===== config.mk =====
export PLATFORM = sky130hd
export DESIGN_NAME = page_bitmap_allocator
export DESIGN_NICKNAME = d
export VERILOG_FILES = /design/src/sv/pba_pkg.sv /design/src/sv/page_bitmap_allocator.sv /design/src/sv/pba_ram.sv /design/src/sv/pba_datapath.sv /design/src/sv/pba_ctrl.sv
export SDC_FILE = /design/constraint.sdc
export NUM_CORES = 2
export LEC_CHECK = 0
export ABC_AREA = 1
export BUFFER_PORTS_ARGS = -buffer_cell sky130_fd_sc_hd__clkbuf_2
export CORE_MARGIN = 2
export CORE_UTILIZATION = 65
export DETAILED_ROUTE_END_ITERATION = 8
export PLACE_DENSITY = 0.92
export SETUP_SLACK_MARGIN = 0.3
export SYNTH_ARGS = -nofsm -noshare
export SYNTH_HDL_FRONTEND = slang
export SYNTH_SLANG_ARGS = --single-unit

===== constraint.sdc =====
create_clock -name clk -period 11.1 [get_ports clk]
set_input_delay 1.11 -clock clk [delete_from_list [all_inputs] [get_ports clk]]
set_output_delay 1.11 -clock clk [all_outputs]
set_load 0.01 [all_outputs]

===== src/sv/pba_pkg.sv =====
// pba_pkg: shared constants, status codes and beat types of the page allocator
// depends on nothing
package pba_pkg;

  localparam int MAP_WORDS_DEF = 16;
  // page size, a power of two
  localparam int PAGE_BYTES = 4096;
  localparam int PAGE_SHIFT = $clog2(PAGE_BYTES);

  localparam int ADDR_W     = 64;
  localparam int STATUS_W   = 3;
  localparam int PAGE_NUM_W = 10;
  localparam int COUNT_W    = 11;
  localparam int WORD_BITS  = 64;
  localparam int BIT_W      = 6;
  localparam int CFG_IDX_W  = 1;

  localparam logic [COUNT_W-1:0] LIMIT_RESET = 11'd1024;

  localparam logic [CFG_IDX_W-1:0] CFG_REGION_BASE = 1'd0;
  localparam logic [CFG_IDX_W-1:0] CFG_PAGE_LIMIT  = 1'd1;

  localparam logic OP_ACQUIRE = 1'b0;
  localparam logic OP_RELEASE = 1'b1;

  localparam logic [STATUS_W-1:0] ST_OK         = 3'd0;
  localparam logic [STATUS_W-1:0] ST_NO_FREE    = 3'd1;
  localparam logic [STATUS_W-1:0] ST_NULL       = 3'd2;
  localparam logic [STATUS_W-1:0] ST_MISALIGNED = 3'd3;
  localparam logic [STATUS_W-1:0] ST_RANGE      = 3'd4;
  localparam logic [STATUS_W-1:0] ST_NOT_USED   = 3'd5;

  typedef struct packed {
    logic              op;
    logic [ADDR_W-1:0] address;
  } req_t;

  typedef struct packed {
    logic [STATUS_W-1:0]   status;
    logic [ADDR_W-1:0]     page_address;
    logic [PAGE_NUM_W-1:0] page_number;
    logic [COUNT_W-1:0]    pages_in_use;
  } rsp_t;

  typedef struct packed {
    logic                cap_in;
    logic                scan_first;
    logic                scan_next;
    logic                capture;
    logic                acq_commit;
    logic                calc_offset;
    logic                rel_read;
    logic                rel_commit;
    logic                set_res;
    logic [STATUS_W-1:0] res_code;
    logic                res_use_idx;
    logic                out_load;
  } cmd_t;

  typedef struct packed {
    logic addr_zero;
    logic limit_hit;
    logic word_full;
    logic last_word;
    logic misaligned;
    logic out_of_range;
    logic bit_used;
    logic out_busy;
  } stat_t;

endpackage


===== src/sv/page_bitmap_allocator.sv =====
// page_bitmap_allocator: first-fit page allocator, one request in flight at a time.
// acquire scans bitmap words from word 0, one ram read per cycle, until one has a free
// bit, and ends at once when the limit is already reached. release checks the address,
// reads its bitmap word and clears the bit. a new beat is taken once the result is loaded.
// rst is synchronous: bitmap reads as all free, count zero, region_base 0, limit 1024.
// depends on pba_pkg, pba_ctrl, pba_datapath and pba_ram
module page_bitmap_allocator import pba_pkg::*; #(
  parameter int MAP_WORDS = MAP_WORDS_DEF
) (
  input  logic                 clk,
  input  logic                 rst,
  input  logic                 in_valid,
  output logic                 in_ready,
  input  req_t                 in_data,
  output logic                 out_valid,
  input  logic                 out_ready,
  output rsp_t                 out_data,
  input  logic                 cfg_write,
  input  logic [CFG_IDX_W-1:0] cfg_index,
  input  logic [ADDR_W-1:0]    cfg_data
);

  cmd_t  cmd;
  stat_t stat;

  pba_ctrl u_ctrl (
    .clk      (clk),
    .rst      (rst),
    .in_valid (in_valid),
    .in_ready (in_ready),
    .in_op    (in_data.op),
    .stat     (stat),
    .cmd      (cmd)
  );

  pba_datapath #(
    .MAP_WORDS (MAP_WORDS)
  ) u_dp (
    .clk       (clk),
    .rst       (rst),
    .cfg_write (cfg_write),
    .cfg_index (cfg_index),
    .cfg_data  (cfg_data),
    .in_data   (in_data),
    .cmd       (cmd),
    .stat      (stat),
    .out_valid (out_valid),
    .out_ready (out_ready),
    .out_data  (out_data)
  );

endmodule


===== src/sv/pba_ram.sv =====
// pba_ram: generic single write port, single read port ram with registered read
// depends on nothing
module pba_ram #(
  parameter int WIDTH = 64,
  parameter int DEPTH = 16
) (
  input  logic                                      clk,
  input  logic                                      we,
  input  logic [((DEPTH > 1) ? $clog2(DEPTH) : 1)-1:0] waddr,
  input  logic [WIDTH-1:0]                          wdata,
  input  logic [((DEPTH > 1) ? $clog2(DEPTH) : 1)-1:0] raddr,
  output logic [WIDTH-1:0]                          rdata
);

  logic [WIDTH-1:0] mem [DEPTH];

  always_ff @(posedge clk) begin
    if (we) begin
      mem[waddr] <= wdata;
    end
    rdata <= mem[raddr];
  end

endmodule


===== src/sv/pba_datapath.sv =====
// pba_datapath: bitmap ram, word valid bits, config registers, page count,
// release offset arithmetic and output register; uses pba_pkg and pba_ram
module pba_datapath import pba_pkg::*; #(
  parameter int MAP_WORDS = MAP_WORDS_DEF
) (
  input  logic                 clk,
  input  logic                 rst,
  input  logic                 cfg_write,
  input  logic [CFG_IDX_W-1:0] cfg_index,
  input  logic [ADDR_W-1:0]    cfg_data,
  input  req_t                 in_data,
  input  cmd_t                 cmd,
  output stat_t                stat,
  output logic                 out_valid,
  input  logic                 out_ready,
  output rsp_t                 out_data
);

  localparam int WA_W        = (MAP_WORDS > 1) ? $clog2(MAP_WORDS) : 1;
  localparam int TOTAL_PAGES = MAP_WORDS * WORD_BITS;
  localparam int IDX_W       = $clog2(TOTAL_PAGES);

  logic [ADDR_W-1:0]     region_base;
  logic [COUNT_W-1:0]    page_limit;
  logic [COUNT_W-1:0]    used_count;
  logic [ADDR_W-1:0]     addr_q;
  logic [ADDR_W-1:0]     offset_q;
  logic [WA_W-1:0]       chk_ptr;
  logic [WORD_BITS-1:0]  hold_word;
  logic [BIT_W-1:0]      hold_bit;
  logic [MAP_WORDS-1:0]  word_valid;
  logic                  vld_q;
  logic [STATUS_W-1:0]   res_status;
  logic [ADDR_W-1:0]     res_address;
  logic [PAGE_NUM_W-1:0] res_number;

  logic [WA_W-1:0]       ram_raddr;
  logic [WA_W-1:0]       ram_waddr;
  logic [WORD_BITS-1:0]  ram_wdata;
  logic [WORD_BITS-1:0]  ram_rdata;
  logic                  ram_we;
  logic [WORD_BITS-1:0]  eff_word;
  logic [BIT_W-1:0]      low_clear;
  logic [IDX_W-1:0]      rel_idx;
  logic [WA_W-1:0]       rel_word;
  logic [BIT_W-1:0]      rel_bit;
  logic [IDX_W-1:0]      acq_idx;

  pba_ram #(
    .WIDTH (WORD_BITS),
    .DEPTH (MAP_WORDS)
  ) u_map (
    .clk   (clk),
    .we    (ram_we),
    .waddr (ram_waddr),
    .wdata (ram_wdata),
    .raddr (ram_raddr),
    .rdata (ram_rdata)
  );

  // words never written read as all free
  assign eff_word = vld_q ? ram_rdata : '0;

  always_comb begin
    low_clear = '0;
    for (int i = WORD_BITS - 1; i >= 0; i--) begin
      if (!eff_word[i]) begin
        low_clear = BIT_W'(i);
      end
    end
  end

  assign rel_idx  = IDX_W'(offset_q >> PAGE_SHIFT);
  assign rel_word = WA_W'(rel_idx >> BIT_W);
  assign rel_bit  = rel_idx[BIT_W-1:0];
  assign acq_idx  = (IDX_W'(chk_ptr) << BIT_W) | IDX_W'(hold_bit);

  always_comb begin
    priority if (cmd.scan_first) begin
      ram_raddr = '0;
    end else if (cmd.scan_next) begin
      ram_raddr = chk_ptr + 1'b1;
    end else if (cmd.rel_read) begin
      ram_raddr = rel_word;
    end else begin
      ram_raddr = chk_ptr;
    end
  end

  assign ram_we    = cmd.acq_commit | cmd.rel_commit;
  assign ram_waddr = cmd.acq_commit ? chk_ptr : rel_word;
  assign ram_wdata = cmd.acq_commit ? (hold_word | (64'd1 << hold_bit))
                                    : (eff_word & ~(64'd1 << rel_bit));

  assign stat.addr_zero    = (addr_q == '0);
  assign stat.limit_hit    = (used_count >= page_limit);
  assign stat.word_full    = &eff_word;
  assign stat.last_word    = (chk_ptr == WA_W'(MAP_WORDS - 1));
  assign stat.misaligned   = ((offset_q & ADDR_W'(PAGE_BYTES - 1)) != '0);
  assign stat.out_of_range = ((offset_q >> PAGE_SHIFT) >= ADDR_W'(TOTAL_PAGES));
  assign stat.bit_used     = eff_word[rel_bit];
  assign stat.out_busy     = out_valid & ~out_ready;

  always_ff @(posedge clk) begin
    if (rst) begin
      region_base <= '0;
      page_limit  <= LIMIT_RESET;
    end else if (cfg_write) begin
      unique case (cfg_index)
        CFG_REGION_BASE: region_base <= cfg_data;
        CFG_PAGE_LIMIT:  page_limit  <= cfg_data[COUNT_W-1:0];
        default: ;
      endcase
    end
  end

  always_ff @(posedge clk) begin
    if (rst) begin
      used_count <= '0;
      word_valid <= '0;
      out_valid  <= 1'b0;
    end else begin
      if (cmd.acq_commit) begin
        used_count          <= used_count + 1'b1;
        word_valid[chk_ptr] <= 1'b1;
      end else if (cmd.rel_commit) begin
        if (used_count != '0) begin
          used_count <= used_count - 1'b1;
        end
        word_valid[rel_word] <= 1'b1;
      end
      if (cmd.out_load) begin
        out_valid <= 1'b1;
      end else if (out_ready) begin
        out_valid <= 1'b0;
      end
    end
  end

  always_ff @(posedge clk) begin
    vld_q <= word_valid[ram_raddr];
    if (cmd.cap_in) begin
      addr_q <= in_data.address;
    end
    if (cmd.calc_offset) begin
      offset_q <= addr_q - region_base;
    end
    if (cmd.scan_first) begin
      chk_ptr <= '0;
    end else if (cmd.scan_next) begin
      chk_ptr <= chk_ptr + 1'b1;
    end
    if (cmd.capture) begin
      hold_word <= eff_word;
      hold_bit  <= low_clear;
    end
    priority if (cmd.acq_commit) begin
      res_status  <= ST_OK;
      res_address <= region_base + (ADDR_W'(acq_idx) << PAGE_SHIFT);
      res_number  <= PAGE_NUM_W'(acq_idx);
    end else if (cmd.rel_commit) begin
      res_status  <= ST_OK;
      res_address <= '0;
      res_number  <= PAGE_NUM_W'(rel_idx);
    end else if (cmd.set_res) begin
      res_status  <= cmd.res_code;
      res_address <= '0;
      res_number  <= cmd.res_use_idx ? PAGE_NUM_W'(rel_idx) : '0;
    end
    if (cmd.out_load) begin
      out_data.status       <= res_status;
      out_data.page_address <= res_address;
      out_data.page_number  <= res_number;
      out_data.pages_in_use <= used_count;
    end
  end

endmodule


===== src/sv/pba_ctrl.sv =====
// pba_ctrl: request sequencer for acquire scan and release check
// depends on pba_pkg; drives pba_datapath through cmd_t and reads stat_t
module pba_ctrl import pba_pkg::*; (
  input  logic  clk,
  input  logic  rst,
  input  logic  in_valid,
  output logic  in_ready,
  input  logic  in_op,
  input  stat_t stat,
  output cmd_t  cmd
);

  localparam logic [2:0] S_IDLE       = 3'd0;
  localparam logic [2:0] S_ACQ_START  = 3'd1;
  localparam logic [2:0] S_ACQ_SCAN   = 3'd2;
  localparam logic [2:0] S_ACQ_SET    = 3'd3;
  localparam logic [2:0] S_REL_OFFSET = 3'd4;
  localparam logic [2:0] S_REL_CLASS  = 3'd5;
  localparam logic [2:0] S_REL_READ   = 3'd6;
  localparam logic [2:0] S_RESULT     = 3'd7;

  logic [2:0] state;
  logic [2:0] state_next;

  assign in_ready = (state == S_IDLE);

  always_comb begin
    cmd        = '0;
    state_next = state;
    unique case (state)
      S_IDLE: begin
        if (in_valid) begin
          cmd.cap_in = 1'b1;
          state_next = (in_op == OP_RELEASE) ? S_REL_OFFSET : S_ACQ_START;
        end
      end
      S_ACQ_START: begin
        if (stat.limit_hit) begin
          cmd.set_res  = 1'b1;
          cmd.res_code = ST_NO_FREE;
          state_next   = S_RESULT;
        end else begin
          cmd.scan_first = 1'b1;
          state_next     = S_ACQ_SCAN;
        end
      end
      S_ACQ_SCAN: begin
        priority if (!stat.word_full) begin
          cmd.capture = 1'b1;
          state_next  = S_ACQ_SET;
        end else if (stat.last_word) begin
          cmd.set_res  = 1'b1;
          cmd.res_code = ST_NO_FREE;
          state_next   = S_RESULT;
        end else begin
          cmd.scan_next = 1'b1;
        end
      end
      S_ACQ_SET: begin
        cmd.acq_commit = 1'b1;
        state_next     = S_RESULT;
      end
      S_REL_OFFSET: begin
        if (stat.addr_zero) begin
          cmd.set_res  = 1'b1;
          cmd.res_code = ST_NULL;
          state_next   = S_RESULT;
        end else begin
          cmd.calc_offset = 1'b1;
          state_next      = S_REL_CLASS;
        end
      end
      S_REL_CLASS: begin
        priority if (stat.misaligned) begin
          cmd.set_res  = 1'b1;
          cmd.res_code = ST_MISALIGNED;
          state_next   = S_RESULT;
        end else if (stat.out_of_range) begin
          cmd.set_res  = 1'b1;
          cmd.res_code = ST_RANGE;
          state_next   = S_RESULT;
        end else begin
          cmd.rel_read = 1'b1;
          state_next   = S_REL_READ;
        end
      end
      S_REL_READ: begin
        if (stat.bit_used) begin
          cmd.rel_commit = 1'b1;
        end else begin
          cmd.set_res     = 1'b1;
          cmd.res_code    = ST_NOT_USED;
          cmd.res_use_idx = 1'b1;
        end
        state_next = S_RESULT;
      end
      S_RESULT: begin
        if (!stat.out_busy) begin
          cmd.out_load = 1'b1;
          state_next   = S_IDLE;
        end
      end
      default: state_next = S_IDLE;
    endcase
  end

  always_ff @(posedge clk) begin
    if (rst) begin
      state <= S_IDLE;
    end else begin
      state <= state_next;
    end
  end

`ifndef ASSERT_OFF
  a_one_result: assert property (@(posedge clk) disable iff (rst)
    $onehot0({cmd.acq_commit, cmd.rel_commit, cmd.set_res}))
    else $error("more than one result source in a cycle");

  a_rel_after_read: assert property (@(posedge clk) disable iff (rst)
    cmd.rel_commit |-> $past(cmd.rel_read))
    else $error("release commit without a bitmap read");

  a_acq_after_capture: assert property (@(posedge clk) disable iff (rst)
    cmd.acq_commit |-> $past(cmd.capture))
    else $error("acquire commit without a captured word");

  a_one_at_a_time: assert property (@(posedge clk) disable iff (rst)
    (in_valid && in_ready) |=> !in_ready)
    else $error("new beat taken while a request is in flight");
`endif

endmodule

==> impl_metrics.yaml <==
setup_path:
  critical_path.reg2reg.startpoint: "u_dp.vld_q"
  critical_path.endpoint: "u_dp.u_map.rdata[20]"
  setup.worst_path.class: "reg -> reg"
  cp_num_buf_inv: 5
  critical-path-max-stage-delay_ps: 990
  rr_endpoint: "u_dp.u_map.rdata[20]"
  worst_setup_path_startpoint: "u_dp.vld_q"
  path_delay_family: "simple AND/OR/NAND/NOR gates"
  reg2reg_setup_slack_ps: 3830
  crit_path_start_kind: "flop"
  cell_by_cell_trace_of_the_critical_path: "buf_4 -> nand2_1 -> nor2_1 -> inv_1 -> nor4_1 -> nand2_1 -> nor2_1 -> nand2_1 -> nor2_1 -> inv_1 -> nor2_1 -> o21ai_0 -> nand2_4 -> buf_12 -> buf_4 -> mux2i_1 -> nor2_1 -> a211oi_1 -> o22ai_1"
  cpMaxStageDelayCell: "sky130_fd_sc_hd__buf_4"
  worstSetupEndpointType: "flop"
  worstPathArrival_ps: 7910
  worstRegToRegCells: 19
  worst-path-max-fanout: 180
  cp_data_required_time_ps: 11750
  cp_num_cells: 19
  critical_path.most_common_cell: "sky130_fd_sc_hd__nor2_1"
timing:
  final-max-slew-violation-count: 0
  whs_ps: 413
  min_period_over_period_pct: 65.5
  finalSetupViolCount: 0
  setup_repair_after_global_routing_missed_its_margin: "false"
  fmax_ghz: 0.138
  period_minus_slack_ps: 7270
  final.setup_skew_ps: 43.2
  finalHoldViolCount: 0
  layout_setup_ws_ps: 3830
  slew_headroom_pct: 9.94
  setup-tns-final_ps: 0
  worst_slew_pin_slew_ps: 1340
layout:
  fin_nets: 5851
  synthToLayoutAreaGrowth_pct: 12.0
  layout-drive-gt1-share_pct: 13.6
  n_fill_cell: 5705
  final_core_utilization_pct: 73.7
logic_synthesis:
  synth-main-ff-cell: "sky130_fd_sc_hd__edfxtp_1"
  synth-edff-count: 1384
  postSynthRegisterBits: 1562
  syn-instance-count: 5422
  synthXorXnorAreaFrac_pct: 0.981
  syn-cell-area_sq_mm: 0.0660
  synth_compound_gate_area_share_pct: 10.7
  synth_top_family_by_area: "compound AO/OA/AOI/OAI gates"
  synth_common_cells: "1384 x sky130_fd_sc_hd__edfxtp_1, 834 x sky130_fd_sc_hd__nand2_1, 424 x sky130_fd_sc_hd__o21ai_0"
  syn_nets: 5657
  synth_async_sr_flop_share_pct: 0
  post-synth-top-count-cell: "sky130_fd_sc_hd__edfxtp_1"
  dominant_cell_type_by_area_after_synthesis: "sky130_fd_sc_hd__edfxtp_1"
  post-synth-top-area-fraction_pct: 62.9
  post_synth_num_cell_types: 60
  synth_adder_area_share_pct: 1.93
  synthMuxAreaShare_pct: 3.88
  syn-mean-instance-area_sq_um: 12.2
  synth-warning-count: 0
  post_synth_and_or_nand_nor_area_fraction_pct: 10.6
  ys_seq_area_share_pct: 68.3
  synth.top_cells.by_area: "sky130_fd_sc_hd__edfxtp_1 63%, sky130_fd_sc_hd__dfxtp_1 5.4%, sky130_fd_sc_hd__nand2_1 4.7%"
clock_tree:
  cts_setup_buffers: 0
  ctsResizeCount: 0
  worst_skew_pair.late_latency_ps: 800
  htree_levels: 4
  clkTransAtPathRegs_ps: 60
  cts_hold_buffers: 0
  clock_sinks: 1562
  clockBufferDepth: 3
  cts_tree: "built"
  clockRootBuffer: "sky130_fd_sc_hd__clkbuf_16"
  cts-buffers-inserted: 152
grt:
  number_of_global_route_vias_before_repair: 46200
  use_met2_pct: 56.5
  wire_length_of_the_first_global_routing_pass_um: 274000
  globalRouteTotalUtil_pct: 35.3
  global_route.usage.met3_pct: 9.22
  largest_net_degree_at_the_start_of_global_routing: 241
  overflow: 0
  antenna_violations_before_repair: 4
  globalRoute.busiestLayer: "met2"
  grt.met1_usage_pct: 44.5
placement:
  pre_cts_slack_ps: 4210
  detailedPlacementHpwl_um: 103000
  io_buffers: 224
  routabilityCongestion: 1.04
die:
  fp.dieH_um: 323
  design.die.area_sq_mm: 0.104
  initial_core_util_pct: 65.8
  row_count: 116
  die_width_um: 323
  core_area_sq_mm: 0.100
  i_o_pin_total: 225
detailed_routing:
  detailroute.via_count: 47000
  drt_pass1_iterations: 9
  drcViolationCount: 28
  detail_route.iter0.violations: 7763
  avgRoutedWirePerCell_um: 26.1
  drtAntennaViolNets: 0
  vias_per_cell: 6.61
  drt_wl_total_um: 185000
outcome:
  outcome: "complete, but fails checks"
  failing_checks: "design-rule violations"
hold_path:
  worstHoldPathType: "reg -> reg"
power_and_ir_drop:
  peakVddDrop_mv: 0.199
  power_density_mw_per_mm2: 197
  power.leakage_nw: 27.6
  design_power_total_w: 0.0146
run:
  max_cap_violations: 0
==> area by class of cell <==
cell class                      instances  area (sq um)  share of cell area (%)
Inverter                              345          1310                    1.77
Tap cell                             1357          1700                    2.30
Multi-Input combinational cell       3241         18800                    25.4
Antenna cell                            2          5.00                 0.00677
Timing Repair Buffer                  314          1860                    2.51
Clock buffer                          203          4180                    5.65
Clock inverter                         83          1040                    1.41
Sequential cell                      1562         45100                    61.0
==> worst min-delay path by stage <==
stage                              to  slack, ps  depth (start not counted)                  from
finish              u_dp.out_data[62]        410                          0  u_dp.res_address[41]
global route        u_dp.out_data[11]        410                          0    u_dp.res_number[0]
CTS                 u_dp.out_data[33]        410                          0  u_dp.res_address[12]
detailed placement  u_dp.out_data[15]        400                          0    u_dp.res_number[4]
global placement    u_dp.out_data[71]        400                          0  u_dp.res_address[50]
floorplan           u_dp.out_data[11]        400                          0    u_dp.res_number[0]
==> sequential cells by signal, summed over array words and instances (netlist names) <==
register,count
u_ctrl.state,3
u_dp.addr_q,64
u_dp.chk_ptr,4
u_dp.hold_bit,6
u_dp.hold_word,64
u_dp.offset_q,64
u_dp.out_data,88
u_dp.out_valid,1
u_dp.page_limit,11
u_dp.region_base,64
u_dp.res_address,64
u_dp.res_number,10
u_dp.res_status,3
u_dp.u_map.mem,1024
u_dp.u_map.rdata,64
u_dp.used_count,11
u_dp.vld_q,1
u_dp.word_valid,16
==> cell usage in the layout, fill, tap and decap left out, types with 8 or more instances in the layout <==
cell | synthesis | routed
sky130_fd_sc_hd__clkinv_2 | 0 | 23
sky130_fd_sc_hd__inv_1 | 330 | 324
sky130_fd_sc_hd__o21a_1 | 15 | 15
sky130_fd_sc_hd__clkbuf_2 | 0 | 224
sky130_fd_sc_hd__a21oi_1 | 281 | 280
sky130_fd_sc_hd__or2_2 | 128 | 128
sky130_fd_sc_hd__bufinv_16 | 0 | 15
sky130_fd_sc_hd__nor2_1 | 378 | 364
sky130_fd_sc_hd__xnor2_1 | 21 | 21
sky130_fd_sc_hd__clkbuf_8 | 0 | 14
sky130_fd_sc_hd__nand3_1 | 127 | 127
sky130_fd_sc_hd__clkbuf_16 | 0 | 154
sky130_fd_sc_hd__buf_4 | 0 | 85
sky130_fd_sc_hd__nor3_1 | 45 | 40
sky130_fd_sc_hd__nand2_1 | 834 | 832
sky130_fd_sc_hd__o21ai_0 | 424 | 418
sky130_fd_sc_hd__nor2_4 | 9 | 24
sky130_fd_sc_hd__clkinvlp_4 | 0 | 9
sky130_fd_sc_hd__dfxtp_1 | 178 | 177
sky130_fd_sc_hd__mux2i_1 | 256 | 256
sky130_fd_sc_hd__o211ai_1 | 143 | 143
sky130_fd_sc_hd__inv_2 | 14 | 15
sky130_fd_sc_hd__clkinv_1 | 1 | 18
sky130_fd_sc_hd__o221ai_1 | 8 | 8
sky130_fd_sc_hd__edfxtp_1 | 1384 | 1384
sky130_fd_sc_hd__a211oi_1 | 135 | 135
sky130_fd_sc_hd__nor4_1 | 31 | 31
sky130_fd_sc_hd__ha_1 | 97 | 97
sky130_fd_sc_hd__nor2_2 | 13 | 12
sky130_fd_sc_hd__o22ai_1 | 95 | 95
sky130_fd_sc_hd__nand2_2 | 20 | 20
sky130_fd_sc_hd__o21ai_1 | 17 | 21
sky130_fd_sc_hd__a31oi_1 | 29 | 29
sky130_fd_sc_hd__nand4_1 | 17 | 17
sky130_fd_sc_hd__xor2_1 | 53 | 53
sky130_fd_sc_hd__clkbuf_1 | 227 | 35
==> worst register-to-register path, stage by stage (launching register included) <==
cell,delay [ps]
sky130_fd_sc_hd__dfxtp_2,310
sky130_fd_sc_hd__buf_4,550
sky130_fd_sc_hd__nand2_1,220
sky130_fd_sc_hd__nor2_1,220
sky130_fd_sc_hd__inv_1,60
sky130_fd_sc_hd__nor4_1,400
sky130_fd_sc_hd__nand2_1,140
sky130_fd_sc_hd__nor2_1,300
sky130_fd_sc_hd__nand2_1,230
sky130_fd_sc_hd__nor2_1,220
sky130_fd_sc_hd__inv_1,80
sky130_fd_sc_hd__nor2_1,400
sky130_fd_sc_hd__o21ai_0,450
sky130_fd_sc_hd__nand2_4,780
sky130_fd_sc_hd__buf_12,720
sky130_fd_sc_hd__buf_4,1190
sky130_fd_sc_hd__mux2i_1,380
sky130_fd_sc_hd__nor2_1,100
sky130_fd_sc_hd__a211oi_1,280
sky130_fd_sc_hd__o22ai_1,120
==> metal layers <==
metal	part of all wire [%]	routed length, um
met2	47	86800
met3	14	25100
met4	5.8	10700
met5	0.015	28
met1	34	62600
==> logic make-up (layout without fill, tap and decap cells) <==
| logic type | after synthesis | after routing |
|---|---|---|
| adders and majority gates | 100 | 100 |
| DFF | 1562 | 1562 |
| xor gates and xnor gates | 74 | 74 |
| and+or+nand+nor | 1614 | 1614 |
| other | 0 | 2 |
| muxes | 256 | 256 |
| AOI/OAI and AO/OA | 1197 | 1197 |
| buffers and inverters | 619 | 945 |
==> where the power goes <==
part	total, W	switching (W)	leakage (nW)	internal, W
combinational	0.00188	0.00140	10.8	0.000483
clock	0.00536	0.00231	2.52	0.00305
sequential	0.00732	0.000234	14.2	0.00709
total	0.0146	0.00395	27.6	0.0106
==> per-stage QoR <==
step / instances / cell area, sq um
after floorplan: 5422 / 66000
after global placement: 6819 / 68700
after detailed placement: 6819 / 68700
after CTS: 7105 / 74000
after global routing: 7106 / 74000
final: 7107 / 74000
(Power assumes the default switching activity.)
